===== src/rtl/core/fof_pkg.sv =====
// Shared constants and types for the first-occurrence filter.
`default_nettype none
package fof_pkg;

   // Number of cells in the chain, which is the number of distinct values one set can record.
   localparam int unsigned FOF_DEPTH = 128;
   localparam int unsigned FOF_VALUE_WIDTH = 32;

   typedef logic signed [FOF_VALUE_WIDTH-1:0] fof_value_type;

   // Item traveling down the chain, together with the verdict it has gathered so far.
   typedef struct packed {
      logic          valid;
      logic          clear;
      logic          dup;
      logic          placed;
      fof_value_type value;
   } fof_item_type;

endpackage
`default_nettype wire


===== src/rtl/core/fof_cell.sv =====
// One storage cell of the chain: holds one recorded value and checks passing items against it.
`default_nettype none
module fof_cell import fof_pkg::*; (
   input  wire logic         clock,
   input  wire logic         reset,
   input  wire logic         advance,
   input  wire fof_item_type item_i,
   output fof_item_type      item_o,
   output logic              held_valid
);

   logic          valid_ff, valid_in;
   fof_value_type value_ff, value_in;
   fof_item_type  item_ff, item_in;
   logic          kept_valid;
   logic          match;
   logic          store;

   always_comb begin
      // A start-of-set item empties the cell before it is compared.
      kept_valid = valid_ff & ~(item_i.valid & item_i.clear);
      match      = item_i.valid & kept_valid & (value_ff == item_i.value);
      store      = item_i.valid & ~item_i.dup & ~item_i.placed & ~kept_valid;

      valid_in = kept_valid | store;
      value_in = store ? item_i.value : value_ff;

      item_in        = item_i;
      item_in.dup    = item_i.dup | (match & ~item_i.placed);
      item_in.placed = item_i.placed | store;
   end

   always_ff @(posedge clock) begin
      if (reset) begin
         valid_ff      <= 1'b0;
         item_ff.valid <= 1'b0;
      end else if (advance) begin
         valid_ff <= valid_in;
         item_ff  <= item_in;
      end
   end

   always_ff @(posedge clock) begin
      if (advance) begin
         value_ff <= value_in;
      end
   end

   assign item_o     = item_ff;
   assign held_valid = valid_ff;

endmodule
`default_nettype wire


===== config.mk =====
export PLATFORM = sky130hd
export DESIGN_NAME = fof_cell
export DESIGN_NICKNAME = d
export VERILOG_FILES = /design/src/rtl/core/fof_pkg.sv /design/src/rtl/core/fof_cell.sv
export SDC_FILE = /design/constraint.sdc
export NUM_CORES = 1
export LEC_CHECK = 0
export ABC_CLOCK_PERIOD_IN_PS = 9800
export BUFFER_PORTS_ARGS = -buffer_cell sky130_fd_sc_hd__buf_2
export CORE_MARGIN = 3
export CORE_UTILIZATION = 30
export DETAILED_ROUTE_END_ITERATION = 6
export PLACE_DENSITY_LB_ADDON = 0.25
export SETUP_SLACK_MARGIN = 0.2
export SLEW_MARGIN = 20
export SYNTH_ARGS = -nofsm -noshare
export SYNTH_HDL_FRONTEND = slang
export SYNTH_SLANG_ARGS = --single-unit

===== constraint.sdc =====
create_clock -name clock -period 9.8 [get_ports clock]
set_input_delay 2.94 -clock clock [delete_from_list [all_inputs] [get_ports clock]]
set_output_delay 2.94 -clock clock [all_outputs]
set_load 0.02 [all_outputs]

# == Word-level counts from Yosys, hierarchy flattened ==
# Cells that the tools add are included.
# word_totals
word_cells,26
reg_bits,69
input_bits,39
mem_bits_ro,0
latch_bits,0
memories,0
ram_bits,0
# classes
multipliers,0
muxes,0
n_shift,0
eq_ne,1
div_mod_pow,0
bitwise,16
reduce_logical,2
addsub,0
n_lt_le_gt_ge,0
# ops
cell,n
32-bit == test,1
1-bit AND,8
1-bit inverter,5
2-bit AND reduction,2
1-bit bitwise OR,3

# == Depth between registers and ports, before layout ==
# Gate-level depths: netlist of the first run.
# logic_depth
ltp_word,7
depth_mapped,4
mapped_depth_nobuf,4

# == Worst setup path after synthesis of the first run ==
# OpenSTA, ideal clock, no wires.
# synth_timing
kind,in2reg
start,input port item_i[32] in the netlist's numbering
end,register value_ff[0] (enable)
stages,1
slack_ns,3.142
path_buffers,0
required_time_ns,9.295
setup_time_ns,0.505
arrival_time_ns,6.153
cell_sequence,nor4_1
# synth_via
elab_chain_cells,4
# synth_lines
item,line,source
"start, declared",fof_cell.sv:7,"input wire fof_item_type item_i,"
1-bit inverter,fof_cell.sv:23,store = item_i.valid & ~item_i.dup & ~item_i.placed & ~kept_valid;
1-bit AND (2 in a row),fof_cell.sv:23,
2-bit AND reduction (no source line),--,
"end signal, assigned",fof_cell.sv:45,value_ff <= value_in;
"end, declared",fof_cell.sv:13,"fof_value_type value_ff, value_in;"
# Every way passes these cells.
# A chain may end at the register's enable or synchronous reset.

# == Worst setup path in the final report of the first run ==
# layout_timing
start,input port advance
end,register item_ff (netlist bit item_o[11]) (enable)
# layout_via
elab_chain_cells,1
# layout_lines
item,line,source
"start, declared",fof_cell.sv:6,"input wire logic advance,"
2-bit AND reduction (no source line),--,
"end signal, assigned",fof_cell.sv:39,item_ff <= item_in;
"end, declared",fof_cell.sv:14,"fof_item_type item_ff, item_in;"
# Every way passes these cells.

==> results_dict.tcl, run 1 <==
set metrics [dict create \
    post_route_cells_drive_above_1_share 0.412 \
    via_count_of_the_first_global_routing_pass 1386 \
    layout.cell_area.non_filler_sq_mm 0.00315 \
    drt_pre_antenna_iters 4 \
    fin_hold_ws_ns 0.474 \
    crit_start "advance" \
    die_area_sq_mm 0.00938 \
    buffer_and_inverter_count_on_the_worst_path 1 \
    timing.hold.worst.class "flip-flop to flip-flop" \
    tritoncts.num_buffers 9 \
    setup_tns_ns 0 \
    cts.sinks 69 \
    worst_path_cell_chain "buf_2 > nor2b_4" \
    worstHoldStart "item_o[35]" \
    postCtsSetupRepairBufs 0 \
    crit_path_category "input pin to flip-flop" \
    cts_max_path_buffers 2 \
    grt.overflow.total 0 \
    total_routed_length_um 4500 \
    seq_area_frac_synth 0.829 \
    detailroute.via_count 1348 \
    max_h_tree_level 3 \
    filler_cell_count 789 \
    num_rows 32 \
    routedWlPerCell_um 14.1 \
    max_slew_margin 0.324 \
    synth_top_cell_area_share 0.813 \
    dieHeight_um 96.8 \
    grt_setup_unrepaired "no" \
    multi_input_area_sq_um 437 \
    period_minus_slack_ns 3.93 \
    layout.area.seq_sq_mm 0.00205 \
    count_of_instances_resized_after_the_clock_tree_is_built 0 \
    peakVddDrop_mv 0.0514 \
    grt_start_max_net_pins 36 \
    dr.first_iter.drc_count 40 \
    mappedNetlistArea_sq_mm 0.00247 \
    final_max_slew_viol_count 0 \
    vias_per_cell 4.24 \
    yosys.cell_count.top_type "edfxtp_1" \
    die_width_um 96.8 \
    place_congestion 0.782 \
    cts_tree "yes" \
    crit_slowest_cell "nor2b_4" \
    globalRouteTotalUtil 0.104 \
    achievable-frequency_mhz 255 \
    synth_async_sr_flop_share 0 \
    drcViolationCount 0 \
    worstPathRequired_ns 9.75 \
    worst_path_largest_cell_delay_ns 0.82 \
    yosys-top-cells-count "67 x edfxtp_1, 29 x xnor2_1, 7 x nand4_1, 3 x nor4_1, 3 x xor2_1" \
    clock_latency_ns 0.34 \
    path_clk_slew_ns 0.07 \
    n_antenna_cell 0 \
    syn-mean-instance-area_sq_um 19.8 \
    synth-edff-count 67 \
    synth.net_count 164 \
    kind_of_capture_point_of_the_worst_setup_path "flip-flop" \
    critPathTopFamily "simple AND/OR/NAND/NOR gates" \
    final_antenna_net_count 0 \
    port_buffers 75 \
    yosys_warnings 0 \
    placedInstanceArea_sq_mm 0.00300 \
    cellLeakagePower_nw 1.12 \
    post-synth-top-area-cell "edfxtp_1" \
    antenna_found_initial 0 \
    period_share 0.401 \
    hold_bufs_inserted_after_cts 0 \
    crit-reg2reg-launch "held_valid" \
    dominantRegCellSynth "edfxtp_1" \
    root_buffer "clkbuf_8" \
    hold_viol 0 \
    wire_length_of_the_first_global_routing_pass_um 7400 \
    max-cap-violations 0 \
    design.final.nets 251 \
    worst-slew-pin-transition_ns 1.01 \
    launching_element_type_of_the_critical_path "input pin" \
    core-area_sq_mm 0.00785 \
    synthCells 125 \
    run_status "finished clean" \
    yosysUniqueCellTypes 16 \
    synth.ff_latch_count 69 \
    clock-skew-final_ns 0.00719 \
    setup_viol 0 \
    path_max_fanout 35 \
    num_io_pins 76 \
    starting_density_of_the_core 0.315 \
    synth.area.top_cells "edfxtp_1 81%, xnor2_1 10%, nand4_1 1.8%, dfxtp_1 1.6%, xor2_1 1.1%" \
    arrival_ns 3.88 \
    power.density_cell_area_mw_per_mm2 183 \
    layout-area-overhead-vs-synth_pct 27.2 \
]
logic make-up after synthesis:
logic type,count (synthesis),synth area share
AOI/OAI and AO/OA,4,0.0106
and+or+nand+nor,20,0.0470
xor gates and xnor gates,32,0.113
DFF,69,0.829
cells in the final DEF, fill, tap and decap left out:
| cell type | netlist | final |
|---|---|---|
| xor2_1 | 3 | 3 |
| clkbuf_8 | 0 | 9 |
| buf_4 | 0 | 1 |
| nor4_1 | 3 | 2 |
| nor3_1 | 2 | 2 |
| nor2b_1 | 2 | 1 |
| nor4_2 | 0 | 1 |
| nand4b_1 | 1 | 1 |
| buf_2 | 0 | 75 |
| nor2b_4 | 0 | 1 |
| clkinv_1 | 0 | 1 |
| dfxtp_1 | 2 | 2 |
| nor2_1 | 2 | 2 |
| nand3_1 | 1 | 1 |
| edfxtp_1 | 67 | 67 |
| xnor2_1 | 29 | 29 |
| clkbuf_1 | 0 | 3 |
| a21o_1 | 1 | 1 |
| a31o_1 | 1 | 1 |
| nand2b_1 | 1 | 1 |
| a21oi_1 | 2 | 2 |
| clkinv_2 | 0 | 2 |
| nand2_1 | 1 | 1 |
| nand4_1 | 7 | 7 |
power by group:
group	internal, W	leakage [nW]	switching [W]
Combinational	0.0000191	0.412	0.0000316
Sequential	0.000338	0.635	0.00000313
Clock	0.0000889	0.0776	0.0000962
Total	0.000446	1.12	0.000131
cell type report:
| class | instances | share of cell area |
|---|---|---|
| sequential | 69 | 0.652 |
| multi-input combinational | 56 | 0.139 |
| timing repair buffer | 76 | 0.122 |
| clock buffer | 12 | 0.0429 |
| tap | 102 | 0.0405 |
| clock inverter | 3 | 0.00437 |
path summary, 6_finish.rpt:
path                                     end  slack [ns]  cells after the start
worst max-delay path              item_o[11]        5.87                      2
worst min-delay path              item_o[35]        0.47                      2
worst max register to register  value_ff[22]        8.34                      3
worst min register to register    item_o[35]        0.47                      2
flip-flops by register name, indices dropped and copies added (netlist names):
register / cells
held_valid: 1
item_o: 36
value_ff: 32
layer usage:
| metal | track usage | vias up | part of all wire |
|---|---|---|---|
| met2 | 0.152 | 39 | 0.48 |
| met3 | 0.0368 | 10 | 0.047 |
| met4 | 0.0745 | 0 | 0.026 |
| met5 | 0 | - | 0 |
| li1 | - | 651 | - |
| met1 | 0.128 | 648 | 0.44 |
stage by stage:
| stage | setup WS, ns | util | std cells | power [W] |
|---|---|---|---|---|
| finish | 5.87 | 0.401 | 318 | 0.000577 |
| CTS | 5.84 | 0.401 | 318 | 0.000586 |
| detailed placement | 5.47 | 0.382 | 303 | 0.000400 |
| global placement | 5.51 | 0.382 | 303 | 0.000399 |
| floorplan | 3.14 | - | 125 | 0.000374 |
| global route | 5.76 | 0.401 | 318 | 0.000602 |
(Power assumes the default switching activity.)
==> run 2: changes to the inputs <==
ABC_AREA = 1   (was default)
ABC_CLOCK_PERIOD_IN_PS = 3500   (was 9800)
clock period = 3.5 ns   (was 9.8 ns; I/O delays follow)
==> results_dict.tcl, run 2 <==
set metrics [dict create \
    seq_area_frac_synth 0.745 \
    arithmetic_cell_share_of_the_synthesized_area_counting_full_adders_half_adders_and_majority_gates 0 \
    tritoncts.num_buffers 9 \
    num_io_pins 76 \
    drcViolationCount 0 \
    die_area_sq_mm 0.0104 \
    grt_setup_unrepaired "no" \
    crit-reg2reg-launch "held_valid" \
    dieHeight_um 102 \
    whs_path_depth 2 \
    period_minus_slack_ns 2.09 \
    hpwlAfterDp_um 3840 \
    worst_path_largest_cell_delay_ns 0.38 \
    final_cells 441 \
    post-synth-top-area-cell "edfxtp_1" \
    grt_start_max_net_pins 33 \
    via_count_of_the_first_global_routing_pass 1697 \
    path_clk_slew_ns 0.07 \
    worst-slew-pin-transition_ns 0.453 \
    multiplexer_share_of_the_synthesized_area 0 \
    setup_viol 0 \
    synth_xor_xnor_area_share 0.0127 \
    clock_latency_ns 0.34 \
    layout-area-overhead-vs-synth_pct 27.4 \
    hold_bufs_inserted_after_cts 0 \
    design.final.nets 367 \
    globalRouteTotalUtil 0.111 \
    launching_element_type_of_the_critical_path "input pin" \
    num_rows 34 \
    mostFrequentLayoutCell "buf_2" \
    synth.net_count 279 \
    port_buffers 75 \
    routedWlPerCell_um 12.0 \
    holdPathEnd "item_o[35]" \
    synth_simple_gate_area_frac 0.156 \
    worst_path_cell_chain "buf_2 > nor3_1 > nand2_1 > nor2_4 > buf_4" \
    n_antenna_cell 0 \
    filler_cell_count 867 \
    post_route_cells_drive_above_1_share 0.306 \
    yosys_warnings 0 \
    synth-edff-count 67 \
    achievable-frequency_mhz 479 \
    hold_viol 0 \
    place_congestion 0.676 \
    final_max_slew_viol_count 0 \
    worstPathRequired_ns 3.49 \
    synth_async_sr_flop_share 0 \
    dominantRegCellSynth "edfxtp_1" \
    final_cell_mix "75 x buf_2, 72 x nand2_1, 67 x edfxtp_1, 45 x inv_1, 27 x nor2_1" \
    path_max_fanout 32 \
    antenna_found_initial 0 \
    max-cap-violations 0 \
    yosys-top-cells-count "72 x nand2_1, 67 x edfxtp_1, 45 x inv_1, 29 x nor2_1" \
    critical_path_cell_count 5 \
    final_antenna_net_count 0 \
    synth.ff_latch_count 69 \
    timing.hold.worst.class "flip-flop to flip-flop" \
    count_of_instances_resized_after_the_clock_tree_is_built 0 \
    vias_per_cell 4.08 \
    die_width_um 102 \
    run_status "finished clean" \
    wire_length_of_the_first_global_routing_pass_um 8500 \
    crit-reg2reg-capture "value_ff[16]" \
    layout.area.seq_sq_mm 0.00205 \
    cts.sinks 69 \
    root_buffer "clkbuf_8" \
    peakVddDrop_mv 0.229 \
    kind_of_capture_point_of_the_worst_setup_path "flip-flop" \
    postCtsSetupRepairBufs 0 \
    mappedNetlistArea_sq_mm 0.00275 \
    max_slew_margin 0.698 \
    buffer_and_inverter_count_on_the_worst_path 2 \
    synth_top_family_by_area "simple AND/OR/NAND/NOR gates" \
    pre_cts_slack_ns 1.07 \
    grt.overflow.total 0 \
    max_h_tree_level 3 \
    setup_ws_ns 1.41 \
    drt_pre_antenna_iters 4 \
    yosysUniqueCellTypes 16 \
    ff2ff_path_depth 4 \
    yosys.cell_count.top_type "nand2_1" \
    arrival_ns 2.08 \
    crit_path_category "input pin to flip-flop" \
    largest_register_ffs 36 \
    dpl.cell_count 425 \
    detailroute.via_count 1801 \
    starting_density_of_the_core 0.313 \
    core-area_sq_mm 0.00881 \
    power.density_cell_area_mw_per_mm2 516 \
    cellLeakagePower_nw 1.58 \
    synthCells 240 \
    r2r_slack_ns 2.12 \
    total_routed_length_um 5270 \
    cts_tree "yes" \
    period_share 0.596 \
    critPathTopFamily "simple AND/OR/NAND/NOR gates" \
    syn-mean-instance-area_sq_um 11.5 \
    setup_tns_ns 0 \
    dr.first_iter.drc_count 83 \
    worstHoldStart "item_o[35]" \
    crit_slowest_cell "buf_4" \
    cts_max_path_buffers 2 \
    synth-compound-area-share 0.0218 \
    multi_input_area_sq_um 541 \
    clock-skew-final_ns 0.00544 \
    synth_top_cell_area_share 0.731 \
    synth.area.top_cells "edfxtp_1 73%, nand2_1 9.8%, inv_1 6.1%, nor2_1 4.0%, dfxtp_1 1.5%" \
]
## run 2: changes by cell type after synthesis, sizes merged, moves of 7 or more
cell,previous run,this run
nand2,1,73
inv,0,47
nor2,2,33
xnor2,29,4
nand4,7,0
o21ai,0,7
## run 2: cells by family after synthesis
family,count (synthesis)
AOI/OAI and AO/OA,10
xor gates and xnor gates,4
buffers and inverters,47
DFF,69
and+or+nand+nor,110
## run 2: worst max-delay path by stage
stage / startpoint / slack, ns / end
global placement: item_i[32] / 1.13 / value_ff[12]
detailed placement: item_i[32] / 1.07 / value_ff[14]
global route: item_i[33] / 1.36 / value_ff[16]
CTS: item_i[32] / 1.43 / value_ff[16]
finish: item_i[33] / 1.41 / value_ff[16]
floorplan: item_i[33] / 0.36 / value_ff[0]
## run 2: layer usage
layer | track usage | share of wire | up-vias
li1 | - | - | 939
met1 | 0.148 | 0.46 | 802
met2 | 0.159 | 0.45 | 49
met3 | 0.0444 | 0.072 | 11
met4 | 0.0545 | 0.019 | 0
met5 | 0 | 0 | -
## run 2: where the power goes
part	switching [W]	internal [W]	total (W)
logic	0.000101	0.0000523	0.000154
registers	0.00000998	0.000946	0.000956
clock network	0.000301	0.000401	0.000702
## run 2: final cells by class
cell class              instances  area share
flip-flops and latches         69       0.585
clock inverters                 6      0.0246
inverters                      47      0.0503
multi-input cells             124       0.154
well taps                     108      0.0385
clock buffers                  10      0.0364
repair buffers                 77       0.111
## run 2: through the flow
stage	utilization	area (sq um)	power, W	hold WS [ns]
finish	0.398	3510	0.00181	0.522
CTS	0.398	3510	0.00184	0.524
detailed placement	0.374	3290	0.00113	0.510
global placement	0.374	3290	0.00113	0.499
global route	0.398	3510	0.00190	0.543
floorplan	-	2750	0.00106	0.561
## run 2: tightest hold or removal path, stage by stage, from the launching register on
cell and delay [ns]:
dfxtp_1 0.32, nor2_1 0.11, a211oi_1 0.05
